## config.mk

```make
export PLATFORM = sky130hd
export DESIGN_NAME = tccw_ctrl
export DESIGN_NICKNAME = d
export VERILOG_FILES = /design/src/tccw_pkg.sv /design/src/tccw_ctrl.sv
export SDC_FILE = /design/constraint.sdc
export NUM_CORES = 1
export LEC_CHECK = 0
export ABC_CLOCK_PERIOD_IN_PS = 2100
export BUFFER_PORTS_ARGS = -buffer_cell sky130_fd_sc_hd__buf_2
export CAP_MARGIN = 10
export CORE_AREA = 8 8 45 47
export DETAILED_ROUTE_END_ITERATION = 8
export DIE_AREA = 0 0 53 55
export SLEW_MARGIN = 20
export SYNTH_ARGS = -nofsm -noshare
export SYNTH_HDL_FRONTEND = slang
export SYNTH_SLANG_ARGS = --single-unit
```

## constraint.sdc

```tcl
create_clock -name clk -period 2.1 [get_ports clk]
set_input_delay 0.21 -clock clk [delete_from_list [all_inputs] [get_ports clk]]
set_output_delay 0.21 -clock clk [all_outputs]
set_load 0.005 [all_outputs]
```

## src/tccw_pkg.sv

```systemverilog
// tccw_pkg: shared constants, codes and control structs for the text console cell writer
// used by tccw_ctrl, tccw_dp, text_console_cell_writer and the testbench; depends on nothing

package tccw_pkg;

  // default screen geometry
  localparam int COLUMNS_DEF = 80;
  localparam int ROWS_DEF    = 25;

  // field widths
  localparam int CHAR_W     = 8;
  localparam int COLOR_W    = 8;
  localparam int NIB_W      = 4;
  localparam int CELL_W     = CHAR_W + COLOR_W;
  localparam int ROW_FLD_W  = 5;
  localparam int COL_FLD_W  = 7;
  localparam int CFG_IDX_W  = 1;
  localparam int CFG_DATA_W = 4;

  // character codes
  localparam logic [CHAR_W-1:0] CH_NEWLINE = 8'd10;
  localparam logic [CHAR_W-1:0] CH_RETURN  = 8'd13;
  localparam logic [CHAR_W-1:0] CH_SPACE   = 8'h20;

  // colors
  localparam logic [COLOR_W-1:0] RESET_COLOR = 8'h07;
  localparam logic [NIB_W-1:0]   FG_RESET    = 4'd7;
  localparam logic [NIB_W-1:0]   BG_RESET    = 4'd0;

  // request types
  localparam logic REQ_PUT  = 1'b0;
  localparam logic REQ_READ = 1'b1;

  // configuration register indexes
  localparam logic [CFG_IDX_W-1:0] CFG_FG = 1'b0;
  localparam logic [CFG_IDX_W-1:0] CFG_BG = 1'b1;

  // controller to datapath commands
  typedef struct packed {
    logic accept;
    logic addr_ld;
    logic mem_op;
    logic load_out;
    logic clear_wr;
    logic blank_wr;
  } tccw_cmd_t;

  // datapath to controller status
  typedef struct packed {
    logic clear_last;
    logic blank_last;
    logic scroll;
    logic out_free;
  } tccw_status_t;

endpackage

```

## src/tccw_ctrl.sv

```systemverilog
// tccw_ctrl: controller state machine sequencing clear, item steps and row blanking
// depends on tccw_pkg for the command and status structs

module tccw_ctrl (
  input  logic                   clk,
  input  logic                   rst_n,
  input  logic                   in_valid,
  output logic                   in_ready,
  input  tccw_pkg::tccw_status_t st,
  output tccw_pkg::tccw_cmd_t    cmd
);

  localparam logic [2:0] S_CLEAR = 3'd0;
  localparam logic [2:0] S_IDLE  = 3'd1;
  localparam logic [2:0] S_ADDR  = 3'd2;
  localparam logic [2:0] S_MEM   = 3'd3;
  localparam logic [2:0] S_DONE  = 3'd4;
  localparam logic [2:0] S_BLANK = 3'd5;

  logic [2:0] state_r;
  logic [2:0] state_nxt;

  // next state and commands
  always_comb begin
    state_nxt = state_r;
    cmd       = '0;
    in_ready  = 1'b0;
    unique case (state_r)
      S_CLEAR: begin
        cmd.clear_wr = 1'b1;
        if (st.clear_last) begin
          state_nxt = S_IDLE;
        end
      end
      S_IDLE: begin
        in_ready   = 1'b1;
        cmd.accept = in_valid;
        if (in_valid) begin
          state_nxt = S_ADDR;
        end
      end
      S_ADDR: begin
        cmd.addr_ld = 1'b1;
        state_nxt   = S_MEM;
      end
      S_MEM: begin
        cmd.mem_op = 1'b1;
        state_nxt  = S_DONE;
      end
      S_DONE: begin
        if (st.out_free) begin
          cmd.load_out = 1'b1;
          state_nxt    = st.scroll ? S_BLANK : S_IDLE;
        end
      end
      S_BLANK: begin
        cmd.blank_wr = 1'b1;
        if (st.blank_last) begin
          state_nxt = S_IDLE;
        end
      end
      default: begin
        state_nxt = S_IDLE;
      end
    endcase
  end

  // state register
  always_ff @(posedge clk) begin
    if (!rst_n) begin
      state_r <= S_CLEAR;
    end else begin
      state_r <= state_nxt;
    end
  end

endmodule

```

==> impl_metrics.env, run 1 <==
export IMPL_die_h_um=55
export IMPL_finalHoldViolCount=0
export IMPL_worstPathMaxFanout=8
export IMPL_core_area_um2=1384
export IMPL_die_area_um2=2915
export IMPL_vias=249
export IMPL_setup_viol=0
export IMPL_final_util_pct=22.97
export IMPL_grt_pass1_vias=277
export IMPL_grt_max_degree=12
export IMPL_status="finished clean"
export IMPL_r2r_start="state_r[0]$_SDFFE_PN0P_"
export IMPL_first_pass_iters=2
export IMPL_ctsHoldBuffers=0
export IMPL_syn_num_nets=34
export IMPL_hold_class="input pin to flip-flop"
export IMPL_arrival_ps=1280
export IMPL_yosys_top_cells_area="dfxtp_1, mux4_2, nor3_1"
export IMPL_peakVddDrop_uv=191.6
export IMPL_finalClockSkew_ps=0.8185
export IMPL_synth_cells=27
export IMPL_slew_headroom_pct=78.10
export IMPL_nets=49
export IMPL_pin_count=14
export IMPL_top_regs="state_r x3"
export IMPL_synth_warnings=0
export IMPL_synth_top_cell_by_area="dfxtp_1"
export IMPL_syn_area_um2=226.5
export IMPL_cp_end_kind="primary output"
export IMPL_grt_ovfl_total=0
export IMPL_fin_crit_sh_pct=70.95
export IMPL_crit_type="flip-flop to primary output"
export IMPL_fin_crit_ps=1490
export IMPL_fmax_ghz=0.6711
export IMPL_dpl_worst_slack_ps=686.7
export IMPL_reg2reg_slack_ps=680
export IMPL_drt_iter0_drc=2
export IMPL_cp_num_cells=4
export IMPL_stdcell_count=57
export IMPL_clock_latency_ps=240
export IMPL_synth_cell_types=20
export IMPL_critPathBufInv=2
export IMPL_syn2layout_area_growth_pct=40.33
export IMPL_rows=14
export IMPL_critPathLaunch="state_r[0]$_SDFFE_PN0P_"
export IMPL_drc=0
export IMPL_cp_start_kind="flip-flop"
export IMPL_hpwl_um=521.7
export IMPL_viasPerCell=4.368
export IMPL_slowest_delay_ps=460
export IMPL_grtUsageTotal_pct=5.249
export IMPL_reg2reg_to="state_r[0]$_SDFFE_PN0P_"
export IMPL_cp_endpoint="cmd[5]"
export IMPL_diodes=0
export IMPL_final_max_slew_violation_count=0
export IMPL_slowest_stage="dfxtp_1"
export IMPL_hold_ws_ps=219.3
export IMPL_rsz0062_at_grt="no"
export IMPL_worst_slack_ps=610.0
export IMPL_num_fill_cells=168
export IMPL_tns_ps=0
export IMPL_yosys_area_top_type_share_pct=26.52
export IMPL_detail_route_antenna_nets=0
export IMPL_wl_per_cell_um=11.86
export IMPL_path_clk_slew_ps=40
export IMPL_pwr_density_cell_nw_per_um2=838.3
export IMPL_placed_cells=53
export IMPL_drt_total_wl_um=676
export IMPL_finalWeightedCongestion=0.7473
export IMPL_numCtsBuffers=3
export IMPL_regMostFlops="state_r"
export IMPL_reg2regPathDepth=2
export IMPL_start_util_pct=16.37
export IMPL_fp_dieW_um=53
export IMPL_grt_pass1_wl_mm=1.069
export IMPL_post_cts_resize_count=0
export IMPL_yosysSeqAreaShare_pct=26.52
export IMPL_clock_path_buffers=2
export IMPL_htree_levels=1
export IMPL_grt_antenna_before_repair=0
export IMPL_critical_path_required_ps=1890
export IMPL_cts_tree="done"
export IMPL_path_cells="inv_1 -> nor3_1 -> and2_1 -> buf_2"
export IMPL_cts_sinks=3
export IMPL_crit_family="flip-flops"
export IMPL_synth_seq_cells=3
export IMPL_p_leak_nw=0.1532
export IMPL_io_buffers=13
export IMPL_syn_avg_cell_area_um2=8.388
export IMPL_largest_reg_flops=3
export IMPL_postCtsSetupRepairBufs=0
export IMPL_cts_root_buf="clkbuf_4"
export IMPL_tightest_slew_ps=328.0
export IMPL_drive_gt1_share_pct=46.34
export IMPL_maxCapViolCount=0
[layout by cell type (no fill, tap or decap)]
cell,n
a211oi_1,1
a221oi_1,1
a31oi_1,1
and2_1,1
and2b_2,1
and3b_2,1
buf_2,13
clkbuf_1,1
clkbuf_4,3
dfxtp_1,3
inv_1,2
mux4_2,1
nand2_1,2
nand3b_1,1
nor2_1,2
nor3_1,3
nor3b_1,1
o21bai_1,1
o311a_1,1
or3_1,1
[how the worst min path moves through the flow]
stage	start	end	slack [ps]	cells after the start
floorplan	rst_n	state_r[0]$_SDFFE_PN0P_	340	1
global route	rst_n	state_r[0]$_SDFFE_PN0P_	230	2
global placement	rst_n	state_r[0]$_SDFFE_PN0P_	460	2
finish	rst_n	state_r[0]$_SDFFE_PN0P_	220	2
detailed placement	rst_n	state_r[0]$_SDFFE_PN0P_	470	2
CTS	rst_n	state_r[0]$_SDFFE_PN0P_	210	2
[cell usage after synthesis]
| cell | n |
|---|---|
| nor2_1 | 2 |
| and2b_2 | 1 |
| nor3_1 | 3 |
| buf_2 | 1 |
| nand2_1 | 2 |
| a221oi_1 | 1 |
| a31oi_1 | 1 |
| buf_6 | 1 |
| a211oi_1 | 1 |
| mux4_2 | 1 |
| nand3b_1 | 1 |
| dfxtp_1 | 3 |
| or3_1 | 1 |
| nor3b_1 | 1 |
| and3b_2 | 1 |
| o21bai_1 | 1 |
| clkbuf_1 | 1 |
| o311a_1 | 1 |
| inv_1 | 2 |
| and2_1 | 1 |
[power by group]
part	internal (mW)	switching [mW]	total, mW
Combinational	0.0438	0.0315	0.0753
Sequential	0.0665	0.0212	0.0876
Clock	0.0714	0.0322	0.104
Total	0.182	0.0848	0.266
[kinds of logic after synthesis]
group                  count (synthesis)  share of synthesized area [%]
AND/OR/NAND/NOR                       13                          33.71
AO/OA/AOI/OAI                          5                          17.68
multiplexers                           1                          9.944
buffers and inverters                  5                          12.15
flip-flops                             3                          26.52
[through the flow]
stage | power (mW) | area (µm²)
floorplan | 0.1417 | 226.5
CTS | 0.2711 | 317.8
global placement | 0.1626 | 291.5
finish | 0.2664 | 317.8
detailed placement | 0.1648 | 291.5
global route | 0.2864 | 317.8
[routing by layer]
layer,GRT usage (%),routed length [µm]
met5,0,0
met4,8.621,25
met3,1.070,21
met2,6.836,291
met1,5.632,338
[worst reg2reg max path, stage by stage (launching register included)]
cell	delay, ps
dfxtp_1	460
mux4_2	560
o311a_1	290
[cell type report]
class	count	area, µm²	area share [%]
multi-input combinational	19	138.9	43.70
timing repair buffer	13	65.06	20.47
inverter	2	7.507	2.362
clock buffer	4	26.28	8.268
tap	16	20.02	6.299
sequential	3	60.06	18.90
Note: power is estimated with default switching activity, not from simulation.
==> run 2: changes to the inputs <==
--- a/config.mk
+++ b/config.mk
@@ -5,7 +5,7 @@
 export SDC_FILE = /design/constraint.sdc
 export NUM_CORES = 1
 export LEC_CHECK = 0
-export ABC_CLOCK_PERIOD_IN_PS = 2100
+export ABC_CLOCK_PERIOD_IN_PS = 1520
 export BUFFER_PORTS_ARGS = -buffer_cell sky130_fd_sc_hd__buf_2
 export CAP_MARGIN = 10
 export CORE_AREA = 8 8 45 47
==> constraint.sdc (replaced) <==
create_clock -name clk -period 1.52 [get_ports clk]
set_input_delay 0.152 -clock clk [delete_from_list [all_inputs] [get_ports clk]]
set_output_delay 0.152 -clock clk [all_outputs]
set_load 0.005 [all_outputs]
==> run 2 against run 1 <==
Against the previous run: sequential power rose by 34%; clock skew rose by 1.9 ps; core utilization rose by 0.54 points; clock power rose by 38%; flip-flop and latch count did not move; worst setup slack got worse by 430 ps; largest cell class unchanged; highest routed layer is now met3; cell area rose by 2.4%; register-to-register slack got worse by 500 ps; hold slack got worse by 52 ps; sequential share of layout area fell by 0.44 points; largest power group unchanged; count of clock-buffer cells in the layout did not move.
==> impl_metrics.env, run 2 (synthesis results as in run 1) <==
export IMPL_status="finished clean"
export IMPL_start_util_pct=16.37
export IMPL_detail_route_antenna_nets=0
export IMPL_fmax_ghz=0.7459
export IMPL_hpwl_um=517.2
export IMPL_drive_gt1_share_pct=47.62
export IMPL_nets=50
export IMPL_finalWeightedCongestion=0.7376
export IMPL_final_common_cell="buf_2"
export IMPL_die_h_um=55
export IMPL_cts_sinks=3
export IMPL_rows=14
export IMPL_drt_iter0_drc=6
export IMPL_p_leak_nw=0.1583
export IMPL_arrival_ps=1460
export IMPL_top_layer="met3"
export IMPL_drt_met1_wl_um=333
export IMPL_fin_crit_sh_pct=88.20
export IMPL_tightest_slew_ps=331.4
export IMPL_met3RoutedLength_um=26
export IMPL_postCtsSetupRepairBufs=0
export IMPL_slew_headroom_pct=77.88
export IMPL_finalClockSkew_ps=2.670
export IMPL_vias=245
export IMPL_core_area_um2=1384
export IMPL_final_util_pct=23.51
export IMPL_clock_path_buffers=2
export IMPL_top_regs="state_r x3"
export IMPL_post_cts_resize_count=0
export IMPL_fin_crit_ps=1341
export IMPL_tns_ps=0
export IMPL_setup_viol=0
export IMPL_grt_antenna_before_repair=0
export IMPL_drc=0
export IMPL_peakVddDrop_uv=340.2
export IMPL_wl_per_cell_um=11.47
export IMPL_path_clk_slew_ps=40
export IMPL_hold_class="input pin to flip-flop"
export IMPL_regMostFlops="state_r"
export IMPL_htree_levels=1
export IMPL_layout_common_cells="buf_2, nor3_1, clkbuf_4, dfxtp_1"
export IMPL_fp_dieW_um=53
export IMPL_rsz0062_at_grt="no"
export IMPL_maxCapViolCount=0
export IMPL_io_buffers=13
export IMPL_die_area_um2=2915
export IMPL_grtUsageTotal_pct=5.249
export IMPL_crit_type="flip-flop to flip-flop"
export IMPL_viasPerCell=4.224
export IMPL_ctsHoldBuffers=0
export IMPL_pin_count=14
export IMPL_wl_met2_um=306
export IMPL_cts_root_buf="clkbuf_4"
export IMPL_cp_start_kind="flip-flop"
export IMPL_diodes=0
export IMPL_numCtsBuffers=3
export IMPL_grt_pass1_vias=262
export IMPL_cts_tree="done"
export IMPL_finalHoldViolCount=0
export IMPL_cp_end_kind="flip-flop"
export IMPL_critical_path_required_ps=1640
export IMPL_final_max_slew_violation_count=0
export IMPL_grt_ovfl_total=0
export IMPL_worstPathMaxFanout=5
export IMPL_clock_latency_ps=230
export IMPL_syn2layout_area_growth_pct=43.65
export IMPL_grt_max_degree=12
export IMPL_largest_reg_flops=3
export IMPL_num_fill_cells=157
export IMPL_grt_pass1_wl_mm=1.076
export IMPL_first_pass_iters=2
export IMPL_drt_total_wl_um=665
export IMPL_pwr_density_cell_nw_per_um2=1150
-- run 2: path summary, 6_finish.rpt --
check / from / endpoint / slack, ps / cells past startpoint
max: state_r[0]$_SDFFE_PN0P_ / state_r[0]$_SDFFE_PN0P_ / 180 / 2
min: rst_n / state_r[0]$_SDFFE_PN0P_ / 170 / 2
max reg2reg: state_r[0]$_SDFFE_PN0P_ / state_r[0]$_SDFFE_PN0P_ / 180 / 2
min reg2reg: state_r[0]$_SDFFE_PN0P_ / state_r[1]$_SDFFE_PN0P_ / 550 / 2
-- run 2: worst max-delay path: stages, from the launching register on --
cell	delay (ps)
dfxtp_1	400
mux4_2	530
o311a_1	300
-- run 2: final cells by class --
| class | instances | area, µm² | share of cell area [%] |
|---|---|---|---|
| Multi-Input combinational cell | 19 | 138.9 | 42.69 |
| Inverter | 2 | 7.507 | 2.308 |
| Clock buffer | 4 | 26.28 | 8.077 |
| Timing Repair Buffer | 14 | 72.57 | 22.31 |
| Tap cell | 16 | 20.02 | 6.154 |
| Sequential cell | 3 | 60.06 | 18.46 |
-- run 2: metrics by stage --
stage	std cells	hold WS [ps]	worst slack, ps	area (µm²)	total power [mW]
after floorplan	27	283.2	209.5	226.5	0.1958
after CTS	58	161.3	171.7	325.3	0.3811
final	58	167.2	179.3	325.3	0.3743
after global placement	54	406.8	203.6	299.0	0.2317
after global routing	58	168.5	84.22	325.3	0.4037
after detailed placement	54	407.8	187.6	299.0	0.2342
-- run 2: routing by layer --
layer / global-route usage, % / vias up
li1: - / 127
met1: 5.632 / 109
met2: 7.031 / 9
met3: 1.337 / 0
met4: 7.759 / 0
met5: 0 / -
-- run 2: report_power, final --
| part | leakage (nW) | switching, mW | total [mW] | internal, mW |
|---|---|---|---|---|
| registers | 0.0247 | 0.0255 | 0.117 | 0.0918 |
| logic | 0.119 | 0.0477 | 0.114 | 0.0667 |
| clock network | 0.0150 | 0.0439 | 0.143 | 0.0986 |
==> run 3: changes to the inputs <==
--- a/config.mk
+++ b/config.mk
@@ -11,6 +11,7 @@
 export CORE_AREA = 8 8 45 47
 export DETAILED_ROUTE_END_ITERATION = 8
 export DIE_AREA = 0 0 53 55
+export REMOVE_ABC_BUFFERS = 1
 export SLEW_MARGIN = 20
 export SYNTH_ARGS = -nofsm -noshare
 export SYNTH_HDL_FRONTEND = slang
==> run 3 against run 2 <==
Against the previous run: sequential share of layout area increased by 0.75 points; power down 1.7%; worst setup slack gained 13 ps; final cell count is 1.7% lower; core utilization fell by 0.45 points; clock skew up 1.4 ps; critical path depth unchanged; largest cell class unchanged.
==> impl_metrics.env, run 3 (synthesis results as in run 1) <==
export IMPL_status="finished clean"
export IMPL_largest_reg_flops=3
export IMPL_setup_viol=0
export IMPL_syn2layout_area_growth_pct=40.88
export IMPL_cts_sinks=3
export IMPL_finalWeightedCongestion=0.6988
export IMPL_cts_tree="done"
export IMPL_critical_path_required_ps=1640
export IMPL_cts_root_buf="clkbuf_4"
export IMPL_layout_common_cells="buf_2, nor3_1, clkbuf_4"
export IMPL_drt_met1_wl_um=293
export IMPL_io_buffers=13
export IMPL_fin_crit_sh_pct=87.37
export IMPL_drt_total_wl_um=656
export IMPL_drt_iter0_drc=3
export IMPL_crit_family="multiplexers"
export IMPL_grt_max_degree=12
export IMPL_worstPathMaxFanout=8
export IMPL_peakVddDrop_uv=319.0
export IMPL_ctsHoldBuffers=0
export IMPL_wl_per_cell_um=11.51
export IMPL_min_to="state_r[0]$_SDFFE_PN0P_"
export IMPL_drive_gt1_share_pct=48.78
export IMPL_path_clk_slew_ps=40
export IMPL_slew_headroom_pct=77.55
export IMPL_first_pass_iters=4
export IMPL_crit_type="flip-flop to flip-flop"
export IMPL_critPathBufInv=0
export IMPL_hpwl_um=518.8
export IMPL_cp_start_kind="flip-flop"
export IMPL_clock_path_buffers=2
export IMPL_reg2reg_to="state_r[0]$_SDFFE_PN0P_"
export IMPL_top_layer="met3"
export IMPL_die_area_um2=2915
export IMPL_grt_pass1_wl_mm=1.090
export IMPL_fin_crit_ps=1328
export IMPL_reg2regPathDepth=2
export IMPL_slowest_delay_ps=530
export IMPL_r2r_start="state_r[0]$_SDFFE_PN0P_"
export IMPL_pwr_density_cell_nw_per_um2=1153
export IMPL_hold_class="input pin to flip-flop"
export IMPL_vias=259
export IMPL_viasPerCell=4.544
export IMPL_top_regs="state_r x3"
export IMPL_power_uw=367.9
export IMPL_grtUsageTotal_pct=5.139
export IMPL_htree_levels=1
export IMPL_fmax_ghz=0.7530
export IMPL_cp_end_kind="flip-flop"
export IMPL_path_cells="mux4_2 -> o311a_1"
export IMPL_wl_met2_um=306
export IMPL_diodes=0
export IMPL_final_max_slew_violation_count=0
export IMPL_grt_pass1_vias=270
export IMPL_drc=0
export IMPL_fp_dieW_um=53
export IMPL_maxCapViolCount=0
export IMPL_clock_latency_ps=230
export IMPL_finalHoldViolCount=0
export IMPL_start_util_pct=16.37
export IMPL_tightest_slew_ps=336.3
export IMPL_met3RoutedLength_um=55
export IMPL_rsz0062_at_grt="no"
export IMPL_final_common_cell="buf_2"
export IMPL_nets=49
export IMPL_place_area_um2=291.5
export IMPL_grt_ovfl_total=0
export IMPL_numCtsBuffers=3
export IMPL_die_h_um=55
export IMPL_finalInstanceArea_um2=319.1
export IMPL_min_delay_start="rst_n"
export IMPL_dpl_worst_slack_ps=107.8
export IMPL_grt_antenna_before_repair=0
export IMPL_num_fill_cells=150
export IMPL_hold_depth=2
export IMPL_worst_slack_ps=192.0
export IMPL_placed_cells=53
export IMPL_detail_route_antenna_nets=0
export IMPL_reg2reg_slack_ps=190
export IMPL_rows=14
export IMPL_slowest_stage="mux4_2"
export IMPL_p_leak_nw=0.1534
export IMPL_regMostFlops="state_r"
export IMPL_tns_ps=0
export IMPL_stdcell_count=57
export IMPL_hold_ws_ps=160.6
export IMPL_final_util_pct=23.06
export IMPL_arrival_ps=1440
export IMPL_pin_count=14
export IMPL_postCtsSetupRepairBufs=0
export IMPL_critPathLaunch="state_r[0]$_SDFFE_PN0P_"
export IMPL_core_area_um2=1384
export IMPL_finalClockSkew_ps=4.091
## run 3: cell types whose count changed in the layout (fill, tap and decap cells not counted)
cell     previous run  this run
buf_4               1         0
dfxtp_2             0         1
dfxtp_1             3         2
## run 3: layout make-up
class,count,area (µm²),area share [%]
sequential,3,61.31,19.22
tap,16,20.02,6.275
clock buffer,4,26.28,8.235
timing repair buffer,13,65.06,20.39
inverter,2,7.507,2.353
multi-input combinational,19,138.9,43.53
## run 3: where the power goes
| part | total [mW] | internal, mW | switching, mW |
|---|---|---|---|
| combinational | 0.105 | 0.0607 | 0.0441 |
| sequential | 0.122 | 0.0931 | 0.0290 |
| clock | 0.141 | 0.0985 | 0.0426 |
| total | 0.368 | 0.252 | 0.116 |
## run 3: worst reg2reg max path, stage by stage, from the launching register on
cell     delay (ps)
dfxtp_2         390
mux4_2          530
o311a_1         290
## run 3: worst max-delay path by stage
stage               slack (ps)  cells after the start                      end
floorplan                  180                      2  state_r[0]$_SDFFE_PN0P_
global placement           130                      2  state_r[0]$_SDFFE_PN0P_
detailed placement         110                      2  state_r[0]$_SDFFE_PN0P_
CTS                         80                      4                   cmd[5]
global route                80                      4                   cmd[5]
finish                     190                      2  state_r[0]$_SDFFE_PN0P_
## run 3: timing repair
action                                 in CTS  in global routing
endpoints found under the hold margin       0                  0
setup endpoints to repair                   0                  1
gates resized for setup                     0                  1
## run 3: per-layer routing
metal	up-vias	global-route usage, %
met4	0	5.172
met3	0	3.209
met1	123	5.175
met5	-	0
met2	7	7.031
li1	129	-
